### src/rtl/core/ekd_pkg.sv
package ekd_pkg;

  localparam int unsigned MaxTextLenDefault = 32;

  localparam logic [7:0] ChEsc       = 8'd27;
  localparam logic [7:0] ChLBracket  = 8'd91;
  localparam logic [7:0] ChBackquote = 8'h60;
  localparam logic [7:0] ChTilde     = 8'h7E;
  localparam logic [7:0] ChDel       = 8'd127;
  localparam logic [7:0] ChBs        = 8'd8;
  localparam logic [7:0] ChLf        = 8'd10;
  localparam logic [7:0] ChCr        = 8'd13;
  localparam logic [7:0] ChSpace     = 8'd32;
  localparam logic [7:0] ChUp        = 8'h41;
  localparam logic [7:0] ChDown      = 8'h42;
  localparam logic [7:0] ChRight     = 8'h43;
  localparam logic [7:0] ChLeft      = 8'h44;
  localparam logic [7:0] ChInsert    = 8'h32;
  localparam logic [7:0] ChHome      = 8'h31;
  localparam logic [7:0] ChPageUp    = 8'h35;

  typedef enum logic [3:0] {
    KC_NONE    = 4'd0,
    KC_RIGHT   = 4'd1,
    KC_LEFT    = 4'd2,
    KC_UP      = 4'd3,
    KC_DOWN    = 4'd4,
    KC_SHIFT_L = 4'd5,
    KC_ENTER   = 4'd6,
    KC_SHIFT_R = 4'd7,
    KC_TYPED   = 4'd8,
    KC_QUIT    = 4'd9
  } cmd_e;

  typedef enum logic [1:0] {
    PS_IDLE  = 2'd0,
    PS_ESC   = 2'd1,
    PS_CSI   = 2'd2,
    PS_TILDE = 2'd3
  } parse_e;

  typedef enum logic [1:0] {
    ST_IDLE   = 2'd0,
    ST_RESULT = 2'd1,
    ST_READ   = 2'd2,
    ST_STREAM = 2'd3
  } ctrl_state_e;

  typedef struct packed {
    logic load;
    logic rd_en;
    logic step;
  } dp_cmd_t;

  typedef struct packed {
    logic stream_start;
    logic stream_last;
  } dp_stat_t;

  function automatic logic is_backspace(logic [7:0] c);
    return (c == ChBs) || (c == ChDel);
  endfunction

  function automatic logic is_text(logic [7:0] c);
    return (c >= 8'h41 && c <= 8'h5A) || (c >= 8'h61 && c <= 8'h7A) ||
           (c >= 8'h30 && c <= 8'h39) || (c == ChSpace) || is_backspace(c);
  endfunction

endpackage

### src/rtl/core/ekd_in_if.sv
interface ekd_in_if;
  logic       valid;
  logic       ready;
  logic       action;
  logic [7:0] rx_byte;

  modport source (output valid, action, rx_byte, input ready);
  modport sink (input valid, action, rx_byte, output ready);
endinterface

### src/rtl/core/ekd_out_if.sv
interface ekd_out_if;
  logic       valid;
  logic       ready;
  logic [3:0] command;
  logic [7:0] text_char;
  logic       text_valid;
  logic [5:0] text_length;
  logic       last;

  modport source (output valid, command, text_char, text_valid, text_length, last,
                  input ready);
  modport sink (input valid, command, text_char, text_valid, text_length, last,
                output ready);
endinterface

### src/rtl/core/ekd_ctrl.sv
module ekd_ctrl
  import ekd_pkg::*;
(
  input  logic     clk_i,
  input  logic     rst_ni,
  input  logic     in_valid_i,
  output logic     in_ready_o,
  output logic     out_valid_o,
  input  logic     out_ready_i,
  input  dp_stat_t stat_i,
  output dp_cmd_t  cmd_o
);

  ctrl_state_e state_q, state_d;

  always_ff @(posedge clk_i or negedge rst_ni) begin
    if (!rst_ni) begin
      state_q <= ST_IDLE;
    end else begin
      state_q <= state_d;
    end
  end

  always_comb begin
    state_d = state_q;
    unique case (state_q)
      ST_IDLE: begin
        if (in_valid_i) begin
          state_d = stat_i.stream_start ? ST_READ : ST_RESULT;
        end
      end
      ST_RESULT: begin
        if (out_ready_i) begin
          state_d = ST_IDLE;
        end
      end
      ST_READ: begin
        state_d = ST_STREAM;
      end
      ST_STREAM: begin
        if (out_ready_i) begin
          state_d = stat_i.stream_last ? ST_IDLE : ST_READ;
        end
      end
      default: state_d = ST_IDLE;
    endcase
  end

  always_comb begin
    in_ready_o  = 1'b0;
    out_valid_o = 1'b0;
    cmd_o       = '0;
    unique case (state_q)
      ST_IDLE: begin
        in_ready_o = 1'b1;
        cmd_o.load = in_valid_i;
      end
      ST_RESULT: begin
        out_valid_o = 1'b1;
      end
      ST_READ: begin
        cmd_o.rd_en = 1'b1;
      end
      ST_STREAM: begin
        out_valid_o = 1'b1;
        cmd_o.step  = out_ready_i && !stat_i.stream_last;
      end
      default: ;
    endcase
  end

  assert property (@(posedge clk_i) disable iff (!rst_ni)
    state_q == ST_READ |=> state_q == ST_STREAM)
    else $error("read not followed by stream word");

endmodule

### src/rtl/core/ekd_datapath.sv
module ekd_datapath
  import ekd_pkg::*;
#(
  parameter int unsigned MAX_TEXT_LEN = MaxTextLenDefault
) (
  input  logic       clk_i,
  input  logic       rst_ni,
  input  dp_cmd_t    cmd_i,
  output dp_stat_t   stat_o,
  input  logic       action_i,
  input  logic [7:0] rx_byte_i,
  output logic [3:0] command_o,
  output logic [7:0] text_char_o,
  output logic       text_valid_o,
  output logic [5:0] text_length_o,
  output logic       last_o
);

  localparam int unsigned CW = $clog2(MAX_TEXT_LEN + 1);
  localparam int unsigned AW = (MAX_TEXT_LEN > 1) ? $clog2(MAX_TEXT_LEN) : 1;

  parse_e         ps_q, ps_d;
  logic [CW-1:0]  count_q, count_d;
  logic [AW-1:0]  idx_q;
  logic           stream_q;
  cmd_e           res_cmd_q, cmd_d;
  logic [7:0]     rd_q;
  logic [7:0]     mem_q [MAX_TEXT_LEN];
  logic           plain;
  logic           wr_en;

  always_comb begin
    ps_d    = ps_q;
    cmd_d   = KC_NONE;
    plain   = 1'b0;
    count_d = count_q;
    wr_en   = 1'b0;
    if (action_i) begin
      count_d = '0;
    end else if (rx_byte_i == ChBackquote) begin
      cmd_d = KC_QUIT;
    end else begin
      unique case (ps_q)
        PS_IDLE: begin
          if (rx_byte_i == ChEsc) ps_d = PS_ESC;
          else plain = 1'b1;
        end
        PS_ESC: begin
          if (rx_byte_i == ChLBracket) begin
            ps_d = PS_CSI;
          end else begin
            ps_d  = PS_IDLE;
            plain = 1'b1;
          end
        end
        PS_CSI: begin
          ps_d = PS_IDLE;
          unique case (rx_byte_i)
            ChUp:     cmd_d = KC_UP;
            ChDown:   cmd_d = KC_DOWN;
            ChRight:  cmd_d = KC_RIGHT;
            ChLeft:   cmd_d = KC_LEFT;
            ChInsert: begin
              cmd_d = KC_SHIFT_L;
              ps_d  = PS_TILDE;
            end
            ChHome: begin
              cmd_d = KC_ENTER;
              ps_d  = PS_TILDE;
            end
            ChPageUp: begin
              cmd_d = KC_SHIFT_R;
              ps_d  = PS_TILDE;
            end
            default:  plain = 1'b1;
          endcase
        end
        PS_TILDE: begin
          ps_d  = PS_IDLE;
          plain = (rx_byte_i != ChTilde);
        end
        default: ps_d = PS_IDLE;
      endcase
      if (plain) begin
        if (is_text(rx_byte_i)) begin
          if (is_backspace(rx_byte_i)) begin
            if (count_q != '0) count_d = count_q - CW'(1);
          end else if (count_q < CW'(MAX_TEXT_LEN)) begin
            count_d = count_q + CW'(1);
            wr_en   = 1'b1;
          end
        end else if (rx_byte_i == ChLf || rx_byte_i == ChCr) begin
          cmd_d = KC_TYPED;
        end
      end
    end
  end

  assign stat_o.stream_start = (cmd_d == KC_TYPED) && (count_q != '0);
  assign stat_o.stream_last  = (CW'(idx_q) + CW'(1)) == count_q;

  always_ff @(posedge clk_i or negedge rst_ni) begin
    if (!rst_ni) begin
      ps_q     <= PS_IDLE;
      count_q  <= '0;
      stream_q <= 1'b0;
      idx_q    <= '0;
    end else if (cmd_i.load) begin
      ps_q     <= ps_d;
      count_q  <= count_d;
      stream_q <= stat_o.stream_start;
      idx_q    <= '0;
    end else if (cmd_i.step) begin
      idx_q <= idx_q + AW'(1);
    end
  end

  always_ff @(posedge clk_i) begin
    if (cmd_i.load) begin
      res_cmd_q <= cmd_d;
    end
  end

  always_ff @(posedge clk_i) begin
    if (cmd_i.load && wr_en) begin
      mem_q[count_q[AW-1:0]] <= rx_byte_i;
    end
    if (cmd_i.rd_en) begin
      rd_q <= mem_q[idx_q];
    end
  end

  assign command_o     = stream_q ? KC_TYPED : res_cmd_q;
  assign text_char_o   = stream_q ? rd_q : 8'd0;
  assign text_valid_o  = stream_q;
  assign text_length_o = 6'(count_q);
  assign last_o        = stream_q ? stat_o.stream_last : 1'b1;

  assert property (@(posedge clk_i) disable iff (!rst_ni)
    count_q <= CW'(MAX_TEXT_LEN))
    else $error("text count above capacity");

  assert property (@(posedge clk_i) disable iff (!rst_ni)
    cmd_i.rd_en |-> stream_q && count_q != '0)
    else $error("buffer read outside a stream");

  assert property (@(posedge clk_i) disable iff (!rst_ni)
    cmd_i.step |=> stream_q && idx_q == $past(idx_q) + AW'(1))
    else $error("stream index did not advance");

endmodule

### src/rtl/core/escape_key_decoder_line_editor_unit.sv
// Channel  Dir  Word fields                                          Handshake
// in_i     in   action, rx_byte                                      valid/ready
// out_o    out  command, text_char, text_valid, text_length, last    valid/ready
//
// An ordinary byte or a clear is accepted, then gives one result word.
// A line end with N buffered characters (N > 0) gives N result words: each
// word is read on the buffer memory's registered read port, then shown.
// One word is handled at a time; in_i.ready is low until its last result leaves.
// Output stalls hold the result word; rst_ni clears parser state and text count.
module escape_key_decoder_line_editor_unit
  import ekd_pkg::*;
#(
  parameter int unsigned MAX_TEXT_LEN = MaxTextLenDefault
) (
  input logic clk_i,
  input logic rst_ni,
  ekd_in_if.sink    in_i,
  ekd_out_if.source out_o
);

  dp_cmd_t  dp_cmd;
  dp_stat_t dp_stat;

  ekd_ctrl u_ctrl (
    .clk_i       (clk_i),
    .rst_ni      (rst_ni),
    .in_valid_i  (in_i.valid),
    .in_ready_o  (in_i.ready),
    .out_valid_o (out_o.valid),
    .out_ready_i (out_o.ready),
    .stat_i      (dp_stat),
    .cmd_o       (dp_cmd)
  );

  ekd_datapath #(
    .MAX_TEXT_LEN (MAX_TEXT_LEN)
  ) u_datapath (
    .clk_i         (clk_i),
    .rst_ni        (rst_ni),
    .cmd_i         (dp_cmd),
    .stat_o        (dp_stat),
    .action_i      (in_i.action),
    .rx_byte_i     (in_i.rx_byte),
    .command_o     (out_o.command),
    .text_char_o   (out_o.text_char),
    .text_valid_o  (out_o.text_valid),
    .text_length_o (out_o.text_length),
    .last_o        (out_o.last)
  );

endmodule
### src/flat_wrapper.sv
// flat-port wrapper written by rule: the top's interface ports become plain ports
module escape_key_decoder_line_editor_unit_flat import ekd_pkg::*;
#(
  parameter int unsigned MAX_TEXT_LEN = MaxTextLenDefault
)
  (clk_i, rst_ni, in_i_valid, in_i_action, in_i_rx_byte, in_i_ready, out_o_valid, out_o_command, out_o_text_char, out_o_text_valid, out_o_text_length, out_o_last, out_o_ready);
  ekd_in_if in_i_i ();
  ekd_out_if out_o_i ();
  input logic clk_i;
  input logic rst_ni;
  input wire logic [$bits(in_i_i.valid)-1:0] in_i_valid;
  input wire logic [$bits(in_i_i.action)-1:0] in_i_action;
  input wire logic [$bits(in_i_i.rx_byte)-1:0] in_i_rx_byte;
  output wire logic [$bits(in_i_i.ready)-1:0] in_i_ready;
  output wire logic [$bits(out_o_i.valid)-1:0] out_o_valid;
  output wire logic [$bits(out_o_i.command)-1:0] out_o_command;
  output wire logic [$bits(out_o_i.text_char)-1:0] out_o_text_char;
  output wire logic [$bits(out_o_i.text_valid)-1:0] out_o_text_valid;
  output wire logic [$bits(out_o_i.text_length)-1:0] out_o_text_length;
  output wire logic [$bits(out_o_i.last)-1:0] out_o_last;
  input wire logic [$bits(out_o_i.ready)-1:0] out_o_ready;
  assign in_i_i.valid = in_i_valid;
  assign in_i_i.action = in_i_action;
  assign in_i_i.rx_byte = in_i_rx_byte;
  assign in_i_ready = in_i_i.ready;
  assign out_o_valid = out_o_i.valid;
  assign out_o_command = out_o_i.command;
  assign out_o_text_char = out_o_i.text_char;
  assign out_o_text_valid = out_o_i.text_valid;
  assign out_o_text_length = out_o_i.text_length;
  assign out_o_last = out_o_i.last;
  assign out_o_i.ready = out_o_ready;
  escape_key_decoder_line_editor_unit #(.MAX_TEXT_LEN(MAX_TEXT_LEN)) u_core (.clk_i(clk_i), .rst_ni(rst_ni), .in_i(in_i_i), .out_o(out_o_i));
endmodule
### config.mk
export PLATFORM = sky130hd
export DESIGN_NAME = escape_key_decoder_line_editor_unit_flat
export DESIGN_NICKNAME = d
export VERILOG_FILES = /design/src/rtl/core/ekd_pkg.sv /design/src/rtl/core/ekd_in_if.sv /design/src/rtl/core/ekd_out_if.sv /design/src/rtl/core/ekd_ctrl.sv /design/src/rtl/core/ekd_datapath.sv /design/src/rtl/core/escape_key_decoder_line_editor_unit.sv /design/src/flat_wrapper.sv
export SDC_FILE = /design/constraint.sdc
export NUM_CORES = 1
export LEC_CHECK = 0
export BUFFER_PORTS_ARGS = -buffer_cell sky130_fd_sc_hd__buf_2
export CAP_MARGIN = 40
export CORE_MARGIN = 5
export CORE_UTILIZATION = 29
export CTS_CLUSTER_SIZE = 24
export DETAILED_ROUTE_END_ITERATION = 10
export GPL_ROUTABILITY_DRIVEN = 0
export PLACE_DENSITY_LB_ADDON = 0.25
export SYNTH_ARGS = -nofsm -noshare
export SYNTH_HDL_FRONTEND = slang
export SYNTH_SLANG_ARGS = --single-unit
### constraint.sdc
create_clock -name clk_i -period 3.2 [get_ports clk_i]
set_input_delay 0.32 -clock clk_i [delete_from_list [all_inputs] [get_ports clk_i]]
set_output_delay 0.32 -clock clk_i [all_outputs]
set_load 0.02 [all_outputs]
==> metrics.txt, run 1 <==
Initial Utilization 29.4%; Final Slew Violations 0; Async SR Flop Fraction between 5 and 6%; status completed; ratio of cells with drive above 1 in the final layout around a third; drt initial violations 502; CTS Hold Bufs 2; number of standard cells after synthesis 657; most instantiated library cell after synthesis edfxtp_1; Final setup viols 0; Bufs on Longest Clock Path 3; startpoint types flip-flop; commonest cells in the netlist edfxtp_1 (268), mux4_2 (80), nor4_1 (37), nand2_1 (22), nor2_1 (19); total power 10.3 mW; Register Area between 0.008 and 0.009 mm2; largest net degree at the start of global routing 33; final worst slack approximately 0.49 ns; CP Max Fanout 7; vias in the first global route just under 7000; first-pass GRT wire length ~45 mm; Area Growth Syn to Fin 19.2%; GR Overflow Total 0; Tcrit/Tclk final between 80 and 90%; ANT nets after route 0; Crit-path slowest cell dfrtp_4; RSZ-0062 raised after global routing no; clock sink total approximately 280; I/O Pins 35; worst slew pin tran 0.605 ns; Seq/Total Area, Yosys a little over two thirds; Flop pwr share roughly two fifths; worst stage delay on the critical path 0.54 ns; fillers about 3900; # H-tree levels 1; Mapped Area 0.0121 mm2; hold depth 3; Clock transition at path regs ~0.060 ns; VDD IR max between 0.4 and 0.5 mV; critical path class reg -> out; Clk pwr share between 30% and 40%; Setup TNS 0 ns; Placement Cell Area between 0.01 and 0.015 mm2; Buffers on Ports 34; final net count 770; Final Skew 0.0120 ns; Hold EP u_core.u_ctrl.state_q[0]; Internal ~7.5 mW; Setup Buffers After CTS 0; Leakage 4.56 nW; Detailed Routing Iterations Pass 1 5; Post-DP HPWL 19.7 mm; Synth Warn # 0; Worst EP required about 2.9 ns; Clk Latency, worst-skew pair roughly 0.55 ns; r2r worst-path depth 4; Setup WS pre-CTS around 0.32 ns; combinational power share around a quarter; reg2reg setup slack a little over 0.6 ns; Yosys top cell by area edfxtp_1; die height 214 um; CP Cell Sequence ha_1 -> and2_1 -> a211o_1 -> a31oi_1 -> or2_2 -> nand2_1 -> buf_2; syn nets approximately 680; switching power share of the total a little over a quarter; clock period minus worst slack ~2.7 ns; routed vias about 6500; initial antenna violation count 1; Final Cell Area approximately 0.014 mm2; CTS tree built; ant diodes 0; number of vias per cell 4.97; GRT Total Usage about an eighth; flops & latches, synth ~280; Synth top area share approximately two thirds; sw power 2.76 mW; std cell rows 74; die extent in x ~210 um; ys flop type edfxtp_1; Fmax 369 MHz; EDFF count, synth ~270; wire per inst about 23 um; Worst EP arrival 2.39 ns; maxcap violations 0; hold wc startpoint in_i_valid; relative slew slack roughly 60%; reg2reg start u_core.u_datapath.idx_q[0]; Total Die Area about 0.046 mm2; PostCTS Resize Cnt 0; pwr dens 713 mW/mm2; Hold WC Path Type in -> reg; post-synth cell types 61; footprint of the multi-input gates roughly 0.0035 mm2; final wirelength 29.5 mm; Root Driver clkbuf_16; Synth area leaders edfxtp_1 (66%), mux4_2 (15%), dfrtp_1 (3.3%); critical register-to-register path endpoint u_core.u_datapath.rd_q[2]; total CTS buffers 31; Core Region between 0.04 and 0.05 mm2; Worst Setup End Kind output pin; Synth Area per Inst ~18 um2; Post-route DRC 0; Hold Violations, Final 0
-- layer usage --
layer | global-route usage, % | vias to the layer above | wire (um)
li1 | - | 2910 | -
met1 | 18.0 | 3401 | 13600
met2 | 20.9 | 123 | 14300
met3 | 1.58 | 44 | 988
met4 | 2.90 | 0 | 646
met5 | 0 | - | 0
-- critical path: cells and delay by family (launching register included) --
family | cells | cell delay [ns]
adders and majority gates | 1 | 0.27
AOI/OAI and AO/OA | 2 | 0.47
DFF | 1 | 0.54
and+or+nand+nor | 3 | 0.38
buffers and inverters | 1 | 0.18
-- through the flow --
step	utilization (%)	hold WS, ns	std cells
5_1_grt	35.1	0.0526	1303
2_1_floorplan	-	0.0244	657
3_3_place_gp	32.6	0.275	1246
6_report	35.1	0.0389	1303
3_5_place_dp	32.6	0.271	1247
4_1_cts	35.1	0.00959	1303
-- worst max-delay path by stage --
| stage | start | end | slack (ns) | cells after the start |
|---|---|---|---|---|
| after global routing | u_core.u_datapath.idx_q[3] | out_o_last | 0.33 | 7 |
| after detailed placement | in_i_rx_byte[7] | u_core.u_datapath.mem_q[22][1] | 0.32 | 9 |
| after global placement | in_i_rx_byte[7] | u_core.u_datapath.mem_q[30][4] | 0.32 | 9 |
| after floorplan | u_core.u_ctrl.state_q[0] | u_core.u_datapath.mem_q[0][0] | 0.27 | 6 |
| final | u_core.u_datapath.idx_q[0] | out_o_last | 0.49 | 7 |
| after CTS | u_core.u_datapath.idx_q[0] | out_o_last | 0.43 | 7 |
-- registers in the layout, summed over array words and instances, names as in the netlist --
name	flops
u_core.u_datapath.ps_q	2
u_core.u_datapath.idx_q	5
u_core.u_ctrl.state_q	2
u_core.u_datapath.text_length_o	6
u_core.u_datapath.res_cmd_q	4
u_core.u_datapath.text_valid_o	1
u_core.u_datapath.mem_q	256
u_core.u_datapath.rd_q	8
-- cell type report --
| cell class | count | share of cell area, % |
|---|---|---|
| multi-input combinational | 320 | 24.5 |
| timing repair buffer | 103 | 5.15 |
| inverter | 10 | 0.260 |
| tap | 532 | 4.61 |
| clock buffer | 35 | 5.48 |
| clock inverter | 19 | 1.36 |
| sequential | 284 | 58.6 |
-- power groups by stage --
stage | Combinational, mW | Sequential [mW] | Clock (mW)
floorplan | 1.85 | 4.28 | 0
global placement | 2.60 | 4.35 | 0
detailed placement | 2.60 | 4.35 | 0
CTS | 2.60 | 4.28 | 3.58
global route | 2.72 | 4.29 | 3.75
finish | 2.53 | 4.27 | 3.49
-- kinds of logic after synthesis --
kind of cell	after synthesis	share of synthesized area (%)
flip-flops	284	69.8
AND/OR/NAND/NOR	154	7.27
multiplexers	94	16.1
AO/OA/AOI/OAI	57	3.31
buffers and inverters	53	2.15
XOR/XNOR	8	0.579
adder cells (fa/ha/maj)	7	0.785
-- placed cells by master, fill, tap and decap left out, types with 4 or more instances in the layout --
cell / count
nor4_1: 14
dfrtp_1: 14
buf_12: 4
mux2i_1: 5
clkinv_1: 9
a211oi_1: 5
nand3_1: 12
clkbuf_1: 4
inv_1: 10
xnor2_1: 6
nor4_2: 23
nand2_1: 22
and2_1: 10
o21ai_0: 14
a21oi_1: 10
clkbuf_16: 31
edfxtp_1: 268
mux2_2: 9
ha_1: 6
or3_1: 5
nor2b_1: 13
a211o_1: 5
buf_2: 34
nor3_1: 8
nand3b_1: 4
nor2_1: 19
mux4_2: 80
bufinv_16: 4
buf_4: 63
Power figures use the tool's default switching activity.
==> run 2, diff against run 1 <==
==> constraint.sdc (replaced) <==
create_clock -name clk_i -period 2.4 [get_ports clk_i]
set_input_delay 0.24 -clock clk_i [delete_from_list [all_inputs] [get_ports clk_i]]
set_output_delay 0.24 -clock clk_i [all_outputs]
set_load 0.02 [all_outputs]
==> metrics.txt, run 2 (same netlist as run 1, synthesis figures left out) <==
status complete, but fails checks; failing checks setup timing; Detailed Routing Iterations Pass 1 5; Total Die Area approximately 0.046 mm2; crit-path leading delay family multiplexers; Worst Setup End Kind flip-flop; worst slew pin tran ~0.70 ns; Initial Utilization between 20% and 30%; total CTS buffers 30; Leakage roughly 5.4 nW; first-pass GRT wire length about 48 mm; vias in the first global route slightly above 7000; maxcap violations 0; Final Cell Area between 0.015 and 0.02 mm2; Area Growth Syn to Fin 32.4%; Placement Cell Area around 0.015 mm2; pwr dens approximately 900 mW/mm2; Clock transition at path regs ~0.060 ns; number of vias per cell slightly below 5; Buf/Inv on CP 3; ANT nets after route 0; drt initial violations between 400 and 500; RSZ-0062 raised after global routing yes; Bufs on Longest Clock Path 3; CP Max Fanout 7; clock sink total between 200 and 300; CP Cell Sequence buf_8 -> buf_12 -> buf_12 -> mux4_2 -> mux4_2 -> mux2_2; Crit-path slowest cell mux4_2; die extent in x 214 um; wire per inst between 20 and 25 um; Crit path depth 6; Post-Place Cells between 1000 and 1500; Root Driver clkbuf_16; VDD IR max 0.492 mV; I/O Pins 35; hold depth 2; clock period minus worst slack approximately 2.6 ns; Core Region about 0.041 mm2; final worst slack -0.196 ns; critical path class reg -> reg; Hold Violations, Final 0; Final Skew ~0.023 ns; reg2reg start u_core.u_datapath.idx_q[0]; Hold WC Path Type in -> reg; r2r worst-path depth 6; most frequent cells in the layout edfxtp_1 (268), buf_4 (97), mux4_2 (80), buf_12 (38); worst stage delay on the critical path ~0.57 ns; largest net degree at the start of global routing 33; total power approximately 14 mW; Post-DP HPWL between 20 and 25 mm; final non-filler cell total 1385; GR Overflow Total 0; Setup TNS -1.39 ns; Final Slew Violations 0; GRT Total Usage between 10 and 15%; routed vias 6879; initial antenna violation count 2; std cell rows 74; Tcrit/Tclk final 108%; Worst EP required between 2 and 3 ns; CP startpoint u_core.u_datapath.idx_q[0]; Post-route DRC 0; Largest register FFs approximately 260; Fmax approximately 390 MHz; Worst EP arrival between 2 and 3 ns; Clk Latency, worst-skew pair about 0.55 ns; Final setup viols 9; CTS tree built; die height around 210 um; Buffers on Ports 34; hold wc startpoint in_i_rx_byte[4]; final net count 850; ratio of cells with drive above 1 in the final layout a little over two fifths; # H-tree levels 1; commonest non-fill, non-tap cell in the layout edfxtp_1; startpoint types flip-flop; final wirelength 32.5 mm; relative slew slack between 50% and 60%
## run 2: repair_timing
item / in CTS / in global routing
endpoints found under the setup margin: 223 / 233
hold buffers: 3 / 0
resized for setup: 22 / 11
buffers inserted: 9 / 6
pin swaps: 17 / 21
gates cloned: 6 / 2
hold endpoints to repair: 17 / 0
## run 2: path summary, 6_finish.rpt
check	end	slack (ns)
setup / recovery	u_core.u_datapath.rd_q[3]	-0.20
hold / removal	u_core.u_datapath.mem_q[6][4]	0.13
setup reg to reg	u_core.u_datapath.rd_q[3]	-0.20
hold reg to reg	u_core.u_ctrl.state_q[0]	0.59
max in group asynchronous	u_core.u_datapath.idx_q[1]	1.90
min in group asynchronous	u_core.u_datapath.text_length_o[0]	0.15
## run 2: where the power goes
part / total [mW] / switching [mW] / internal [mW]
logic: 4.44 / 2.02 / 2.41
clock network: 4.37 / 1.82 / 2.55
registers: 5.66 / 0.0940 / 5.57
## run 2: stage by stage
| stage | hold slack [ns] | util, % | worst slack [ns] |
|---|---|---|---|
| floorplan | -0.0556 | - | 0.00796 |
| global placement | 0.216 | 35.5 | -0.250 |
| detailed placement | 0.208 | 35.5 | -0.214 |
| CTS | 0.101 | 38.7 | -0.208 |
| global route | 0.112 | 39.0 | -0.237 |
| finish | 0.127 | 39.0 | -0.196 |
## run 2: metal layers
layer  vias up  GRT usage [%]  wire length [um]
met2       151           22.4             15300
li1       3075              -                 -
met1      3609           19.7             14900
met4         4           2.77               517
met3        40           2.72              1690
met5         -              0                34
## run 2: layout make-up
cell class | instances | area (um2)
multi-input combinational | 321 | 4000
clock buffer | 37 | 798
tap | 532 | 666
antenna | 1 | 2.50
sequential | 284 | 8450
timing repair buffer | 183 | 1950
inverter | 10 | 37.5
clock inverter | 17 | 126
fill | 3772 | 25100
